===== config.mk =====
export PLATFORM = sky130hd
export DESIGN_NAME = alif_out_buf
export DESIGN_NICKNAME = d
export VERILOG_FILES = /design/src/hdl/alif_pkg.sv /design/src/hdl/alif_out_buf.sv
export SDC_FILE = /design/constraint.sdc
export NUM_CORES = 1
export LEC_CHECK = 0
export BUFFER_PORTS_ARGS = -buffer_cell sky130_fd_sc_hd__buf_2
export CAP_MARGIN = 5
export CORE_MARGIN = 5
export CORE_UTILIZATION = 45
export CTS_CLUSTER_DIAMETER = 50
export DETAILED_ROUTE_END_ITERATION = 7
export SYNTH_ARGS = -nofsm -noshare
export SYNTH_HDL_FRONTEND = slang
export SYNTH_SLANG_ARGS = --single-unit

===== constraint.sdc =====
create_clock -name clk -period 2.4 [get_ports clk]
set_input_delay 0.48 -clock clk [delete_from_list [all_inputs] [get_ports clk]]
set_output_delay 0.48 -clock clk [all_outputs]
set_load 0.01 [all_outputs]

===== src/hdl/alif_pkg.sv =====
// alif_pkg: shared constants, register codes and structs for the adaptive LIF neuron block
// no dependencies; imported by every module under hdl
`default_nettype none

package alif_pkg;

    // default sizes of the neuron state
    localparam int NEURON_COUNT_DEF = 256;
    localparam int STATE_WIDTH_DEF  = 24;

    // fixed field widths
    localparam int IDX_W   = 8;
    localparam int CUR_W   = 16;
    localparam int CFG_W   = 16;
    localparam int SUM_W   = 24;
    localparam int PADDR_W = 4;
    localparam int PDATA_W = 32;

    // result buffer
    localparam int OUT_DEPTH = 4;
    localparam int OUT_PTR_W = 2;

    // register reset values
    localparam logic [CFG_W-1:0] MEMBRANE_DECAY_RST   = 16'd62259;
    localparam logic [CFG_W-1:0] ADAPTATION_DECAY_RST = 16'd65208;
    localparam logic [CFG_W-1:0] ADAPTATION_GAIN_RST  = 16'd256;
    localparam logic [CFG_W-1:0] REST_THRESHOLD_RST   = 16'd256;

    // register codes, taken from paddr[3:2]
    typedef enum logic [1:0] {
        REG_MEMBRANE_DECAY   = 2'd0,
        REG_ADAPTATION_DECAY = 2'd1,
        REG_ADAPTATION_GAIN  = 2'd2,
        REG_REST_THRESHOLD   = 2'd3
    } reg_idx_t;

    // configuration seen by the datapath
    typedef struct packed {
        logic        [CFG_W-1:0] membrane_decay;
        logic        [CFG_W-1:0] adaptation_decay;
        logic signed [CFG_W-1:0] adaptation_gain;
        logic signed [CFG_W-1:0] rest_threshold;
    } cfg_t;

    // one result word
    typedef struct packed {
        logic        [IDX_W-1:0] neuron_index;
        logic                    spike;
        logic signed [SUM_W-1:0] trace_sum;
    } result_t;

endpackage

`default_nettype wire


===== src/hdl/alif_out_buf.sv =====
// alif_out_buf: small result queue between the datapath and the result channel
// space is reserved by the top level before an item enters; uses alif_pkg
`default_nettype none

module alif_out_buf (
    input  wire logic              clk,
    input  wire logic              rst_n,
    input  wire logic              push,
    input  wire alif_pkg::result_t push_data,
    output logic                   valid,
    input  wire logic              ready,
    output alif_pkg::result_t      data
);
    import alif_pkg::*;

    result_t              slot_reg [OUT_DEPTH];
    logic [OUT_PTR_W-1:0] wr_ptr_reg;
    logic [OUT_PTR_W-1:0] rd_ptr_reg;
    logic [OUT_PTR_W:0]   count_reg;
    logic                 pop;

    assign pop   = valid && ready;
    assign valid = (count_reg != '0);
    assign data  = slot_reg[rd_ptr_reg];

    // pointers and fill level
    always_ff @(posedge clk or negedge rst_n)
    begin
        if (!rst_n)
        begin
            wr_ptr_reg <= '0;
            rd_ptr_reg <= '0;
            count_reg  <= '0;
        end
        else
        begin
            if (push)
            begin
                wr_ptr_reg <= wr_ptr_reg + 1'b1;
            end
            if (pop)
            begin
                rd_ptr_reg <= rd_ptr_reg + 1'b1;
            end
            count_reg <= count_reg + {{OUT_PTR_W{1'b0}}, push} - {{OUT_PTR_W{1'b0}}, pop};
        end
    end

    // result words
    always_ff @(posedge clk)
    begin
        if (push)
        begin
            slot_reg[wr_ptr_reg] <= push_data;
        end
    end

`ifndef ASSERT_OFF
    // the reservation upstream keeps the queue from overflowing
    a_no_overflow: assert property (@(posedge clk) disable iff (!rst_n)
        (push && !pop) |-> count_reg != (OUT_PTR_W+1)'(OUT_DEPTH))
        else $error("result queue overflow");
`endif

endmodule

`default_nettype wire


Yosys cells after proc, flatten, opt, wreduce, memory -nomap -nowiden
Memories as Yosys holds them, arrays and structs flattened. Cells that the tools add are included.

Bits in registers: 7. RAM bits: 132. Input port bits: 37. Output and inout port bits: 34. Logic and storage cells: 12. Memories kept: 1.

Memory list: slot_reg (depth 4, width 33, read ports 1, clocked after memory_dff 0, wr ports 1, RTL line alif_out_buf.sv:16) `result_t slot_reg [OUT_DEPTH];`.

$add $sub $neg: 4. Mux-type cells: 2. Reduce and logical (&&, ||, !) cells: 2.

Operator list (count): adder 2 x 1 -> 2 bit (second input constant) (2); adder 3 x 1 -> 3 bit (1); nonzero test 3 bit (1); subtractor 3 x 1 -> 3 bit (1); 2-to-1 mux 1 bit (2); logical AND 1 bit (1).

Longest topological paths before layout
Gate-level depths: netlist (run 1).

Word-level depth: 3. Gate-level depth with buffers: 7. Mapped depth without buffers: 7.

Least setup slack after synthesis (run 1)
No wires, ideal clock.

Path kind: reg-to-reg. Start: register count_reg[1]. End: register count_reg[2]. Library setup time: 0.123 ns. Arrival time: 1.790 ns. Required time: 2.277 ns. Setup slack: 0.487 ns. Stages on the path, launching flop included: 8. Buffers on the path: 0. Period minus slack after synthesis: 1.913 ns. Cell sequence: dfrtp_1 -> o31a_1 -> ha_1 -> inv_1 -> ha_1 -> fa_1 -> xnor2_1 -> xnor2_1.

Longest elaborated chain between the ends: 3. Elaborated cells on any way between the ends: 4. Classes of those cells: add/sub (2); reduce/logical (2).

Ends and longest elaborated chain: from (decl) (RTL line alif_out_buf.sv:19) `logic [OUT_PTR_W:0] count_reg;`; from (signal assigned) (RTL line alif_out_buf.sv:45) `count_reg <= count_reg + {{OUT_PTR_W{1'b0}}, push} - {{OUT_PTR_W{1'b0}}, pop};`; nonzero test 3 bit (RTL line alif_out_buf.sv:23) `assign valid = (count_reg != '0);`; logical AND 1 bit (RTL line alif_out_buf.sv:22) `assign pop = valid && ready;`; named net pop (RTL line alif_out_buf.sv:20) `logic pop;`; subtractor 3 x 1 -> 3 bit (RTL line alif_out_buf.sv:45).

The timed path passes the listed nets, and every way through them passes these cells. A chain may end at the register's enable or synchronous reset.

==> flow_summary.yaml, run 1 <==
status:
  status: "finished clean"
clock_network:
  clk_pin_slew_worst_paths_ns: 0.06
  cts_tree: "built"
  clock_latency_ns: 0.41
  htreeDepth: 4
  clockBufferDepth: 2
  cts_inserted_buffers: 17
  clkSinkCount: 139
  clockRootBuffer: "clkbuf_16"
global_route:
  grt_pass1_vias: 2584
  grtUsageTotal_pct: 13.9
  top_usage_layer: "met2"
  antenna_found_initial: 1
  grt_use_met1_pct: 17.9
  met3_usage_pct: 4.90
  grt_pass1_wl_um: 14300
  grt_use_met2_pct: 21.1
  overflow: 0
  grt_max_degree: 30
timing:
  fmax_ghz: 0.439
  fin_crit_ns: 2.28
  finalSetupViolations: 0
  relSlewSlack_pct: 74.2
  hold-worst-slack_ns: 0.275
  finalSetupTns_ns: 0
  slew_violations: 0
  rsz0062_at_grt: "no"
  tightest_slew_ns: 0.382
  final.period_utilization_pct: 94.8
  clock-skew-final_ns: 0.00641
  finalHoldViolCount: 0
power_and_ir_drop:
  p_sw_mw: 2.22
  combPwrFrac_pct: 27.0
  max-vdd-ir-drop_mv: 0.580
  p_int_mw: 6.15
  p_seq_share_pct: 40.2
  leakage_nw: 2.31
  switching_share_pct: 26.5
  p_clk_share_pct: 32.9
  powerDensity_nw_per_um2: 1290
critical_path:
  worstSetupPathType: "flip-flop to output pin"
  cp-end-kind: "output pin"
  crit_path_start_kind: "flip-flop"
  cp.arrival_ns: 1.80
  r2r_cells: 7
  cp_data_required_time_ns: 1.92
  r2r_start: "count_reg[1]$_DFF_PN0_"
  reg2reg_to: "count_reg[2]$_DFF_PN0_"
  cp_max_fo: 16
  rrSetupSlack_ns: 0.38
final_layout:
  layout_commonest_cell: "edfxtp_1"
  antenna_cells: 0
  mostFrequentLayoutCells: "edfxtp_1 (132), buf_2 (70), mux4_2 (28)"
  drive_gt1_share_pct: 46.8
  largest_register_ffs: 132
  utilization_pct: 56.9
  nNetsFinal: 348
  area_growth_pct: 24.1
  instances_no_fill: 459
synth:
  yosysWarnings: 0
  synth-seq-area-share_pct: 79.4
  syn_area_um2: 5210
  ys_ff_latch: 139
  syn-num-nets: 251
  syn_inst: 207
  synth_area_per_cell_um2: 25.2
  yosysUniqueCellTypes: 18
placed_design:
  routabilityCongestion: 0.663
  dp_hpwl_um: 5620
  io_buffers: 70
  dp_cells: 424
routing:
  wl_per_cell_um: 19.4
  drc: 0
  drtPass1Iterations: 4
  drtIter0Drc: 137
  vias_per_cell: 5.11
  wl_um: 8910
  ant_nets: 0
  vias: 2347
die:
  chipWidth_um: 118
  die_h_um: 118
  rows: 39
  start_util_pct: 45.8
  die-area_um2: 13800
  ios: 71
  core_um2: 11400
worst_hold_path:
  hold_end: "slot_reg[2][25]$_DFFE_PP_"
  hp-class: "input pin to flip-flop"
  hold_path_depth: 1
  worstHoldStart: "push_data[25]"
flow_run:
  cap_violations: 0
-- worst max-delay path by stage --
stage | start | to | slack (ns) | cells past startpoint
2_1_floorplan | count_reg[1]$_DFF_PN0_ | count_reg[2]$_DFF_PN0_ | 0.49 | 7
3_3_place_gp | count_reg[1]$_DFF_PN0_ | count_reg[2]$_DFF_PN0_ | 0.40 | 7
3_5_place_dp | count_reg[1]$_DFF_PN0_ | count_reg[2]$_DFF_PN0_ | 0.40 | 7
4_1_cts | rd_ptr_reg[0]$_DFFE_PN0P_ | data[22] | 0.03 | 3
5_1_grt | rd_ptr_reg[0]$_DFFE_PN0P_ | data[22] | 0.05 | 3
6_report | rd_ptr_reg[0]$_DFFE_PN0P_ | data[22] | 0.12 | 3
-- worst max-delay path, stage by stage (launching register included) --
cell and delay [ns]:
dfrtp_2 0.46, buf_12 0.22, mux4_2 0.54, buf_2 0.16
-- per-layer routing --
metal	share of wire (%)	vias up
met5	0.12	-
met4	1.7	2
met3	4.8	17
met2	48	58
met1	45	1206
li1	-	1064
-- power by group through the flow --
stage | Clock, mW | Sequential, mW | Combinational (mW)
global route | 2.94 | 3.39 | 2.48
finish | 2.75 | 3.36 | 2.26
CTS | 2.83 | 3.37 | 2.29
global placement | 0 | 3.39 | 2.25
floorplan | 0 | 3.33 | 1.55
detailed placement | 0 | 3.41 | 2.27
-- layout make-up --
type / instances / area [um^2]
inverter: 6 / 22.5
tap: 143 / 179
clock buffer: 18 / 429
timing repair buffer: 86 / 531
multi-input combinational: 54 / 963
clock inverter: 13 / 200
sequential: 139 / 4140
fill: 840 / 4900
-- kinds of logic after synthesis --
kind of cell	share of synthesized area, %
compound gates	0.432
xor+xnor	0.840
fa+ha+maj	1.82
buf+inv	2.18
flops	79.4
mux	14.6
simple gates	0.672
-- through the flow --
stage	power, mW	setup WS (ns)	area, um^2
2_1_floorplan	4.88	0.487	5210
3_3_place_gp	5.64	0.403	5800
3_5_place_dp	5.69	0.401	5800
4_1_cts	8.48	0.0271	6440
5_1_grt	8.82	0.0496	6470
6_report	8.36	0.124	6470
-- cells in the mapped netlist --
library cell / number / area share [%]
and2_1: 4 / 0.48
buf_12: 3 / 1.2
buf_2: 4 / 0.38
buf_6: 1 / 0.22
dfrtp_1: 7 / 3.4
edfxtp_1: 132 / 76
fa_1: 1 / 0.38
ha_1: 6 / 1.4
inv_1: 6 / 0.43
mux4_1: 5 / 2.5
mux4_2: 28 / 12
nand2_1: 1 / 0.072
o21ai_0: 1 / 0.096
o311ai_0: 1 / 0.17
o31a_1: 1 / 0.17
or3_1: 1 / 0.12
xnor2_1: 3 / 0.50
xor2_1: 2 / 0.34
-- timing repair --
action,CTS,global route
endpoints found under the setup margin,7,3
hold buffers,1,0
hold endpoints to repair,7,0
setup buffers,0,3
resized for setup,2,0
No activity file was read; power rests on OpenSTA's default activity.
==> run 2, diff against run 1 <==
--- a/config.mk
+++ b/config.mk
@@ -11,6 +11,7 @@
 export CORE_UTILIZATION = 45
 export CTS_CLUSTER_DIAMETER = 50
 export DETAILED_ROUTE_END_ITERATION = 7
+export MAX_ROUTING_LAYER = met4
 export SYNTH_ARGS = -nofsm -noshare
 export SYNTH_HDL_FRONTEND = slang
 export SYNTH_SLANG_ARGS = --single-unit
==> flow_summary.yaml, run 2 (synthesis results as in run 1) <==
timing:
  final.period_utilization_pct: 94.6
  rsz0062_at_grt: "no"
  fin_ws_ns: 0.129
  clock-skew-final_ns: 0.00598
  finalHoldViolCount: 0
  finalSetupTns_ns: 0
  slew_violations: 0
  relSlewSlack_pct: 74.1
  fmax_ghz: 0.440
  tightest_slew_ns: 0.383
  finalSetupViolations: 0
  fin_crit_ns: 2.27
final_layout:
  n_fill_cell: 842
  mostFrequentLayoutCells: "edfxtp_1 (132), buf_2 (70), mux4_2 (28)"
  nNetsFinal: 348
  drive_gt1_share_pct: 46.8
  utilization_pct: 56.9
  register_area_um2: 4140
  largest_register_ffs: 132
  area_growth_pct: 24.1
  instances_no_fill: 460
  layout_commonest_cell: "edfxtp_1"
  multi_input_area_um2: 963
critical_path:
  crit_path_start_kind: "flip-flop"
  crit_chain: "buf_12 -> mux4_2 -> buf_2"
  cp_data_required_time_ns: 1.92
  worstSetupPathType: "flip-flop to output pin"
  cp_max_fo: 16
  cpPeakStageDelay_ns: 0.54
  cp-end-kind: "output pin"
  cp_slowest_cell: "mux4_2"
  cp.arrival_ns: 1.79
placed_design:
  routabilityCongestion: 0.670
  dp_cells: 424
  io_buffers: 70
  dp_hpwl_um: 5620
  pre_cts_ws_ns: 0.401
global_route:
  grt_pass1_vias: 2596
  overflow: 0
  grt_max_degree: 30
  grtUsageTotal_pct: 14.3
  grt_pass1_wl_um: 14300
  antenna_found_initial: 1
routing:
  wl_per_cell_um: 19.4
  ant_nets: 0
  drc: 0
  drtIter0Drc: 138
  wl_um: 8910
  vias_per_cell: 5.12
  drtPass1Iterations: 4
  vias: 2354
power_and_ir_drop:
  leakage_nw: 2.31
  fin_total_pwr_mw: 8.37
  powerDensity_nw_per_um2: 1290
  max-vdd-ir-drop_mv: 0.581
die:
  die-area_um2: 13800
  core_um2: 11400
  die_h_um: 118
  ios: 71
  start_util_pct: 45.8
  rows: 39
  chipWidth_um: 118
status:
  status: "finished clean"
clock_network:
  clockBufferDepth: 2
  clk_pin_slew_worst_paths_ns: 0.06
  cts_tree: "built"
  clockRootBuffer: "clkbuf_16"
  cts_inserted_buffers: 17
  clkSinkCount: 139
  htreeDepth: 4
  clock_latency_ns: 0.41
flow_run:
  cap_violations: 0
worst_hold_path:
  hp-class: "input pin to flip-flop"
run 2: per-layer routing:
metal / global-route usage [%] / up-vias / routed length (um)
li1: - / 1064 / -
met1: 18.0 / 1215 / 4030
met2: 21.1 / 58 / 4260
met3: 4.66 / 17 / 441
met4: 7.10 / 0 / 167
met5: - / - / 0
run 2: final cells by class:
class,count,area share (%)
diodes,1,0.0387
clock inverters,13,3.09
well taps,143,2.77
flip-flops and latches,139,64.0
repair buffers,86,8.20
multi-input cells,54,14.9
inverters,6,0.348
clock buffers,18,6.63
run 2: through the flow:
stage,hold WS (ns),area (um^2)
final,0.276,6470
after global placement,0.327,5800
after floorplan,0.184,5210
after global routing,0.257,6470
after detailed placement,0.327,5800
after CTS,0.253,6440
run 2: final timing paths:
| kind | start | endpoint | slack (ns) | cells after the start |
|---|---|---|---|---|
| worst max-delay path | rd_ptr_reg[0]$_DFFE_PN0P_ | data[22] | 0.13 | 3 |
| worst min-delay path | push_data[25] | slot_reg[2][25]$_DFFE_PP_ | 0.28 | 1 |
| worst max register to register | count_reg[1]$_DFF_PN0_ | count_reg[2]$_DFF_PN0_ | 0.38 | 7 |
| worst min register to register | wr_ptr_reg[0]$_DFFE_PN0P_ | wr_ptr_reg[0]$_DFFE_PN0P_ | 0.54 | 1 |
| max in group asynchronous | rst_n | rd_ptr_reg[0]$_DFFE_PN0P_ | 1.80 | 2 |
| min in group asynchronous | rst_n | count_reg[0]$_DFF_PN0_ | 0.42 | 2 |
run 2: timing repair:
action,in CTS,in global routing
setup endpoints to repair,7,2
resized for setup,2,0
setup buffers,0,3
hold endpoints to repair,7,0
hold buffers,1,0
run 2: worst max-delay path, delay by kind of cell, from the launching register on:
| kind | cells | cell delay, ns |
|---|---|---|
| DFF | 1 | 0.46 |
| muxes | 1 | 0.54 |
| buffers and inverters | 2 | 0.38 |
run 2: report_power, final:
group | leakage, nW | switching, mW | total (mW) | internal [mW]
sequential | 1.29 | 0.168 | 3.36 | 3.19
clock | 0.299 | 0.930 | 2.76 | 1.83
combinational | 0.723 | 1.13 | 2.26 | 1.13
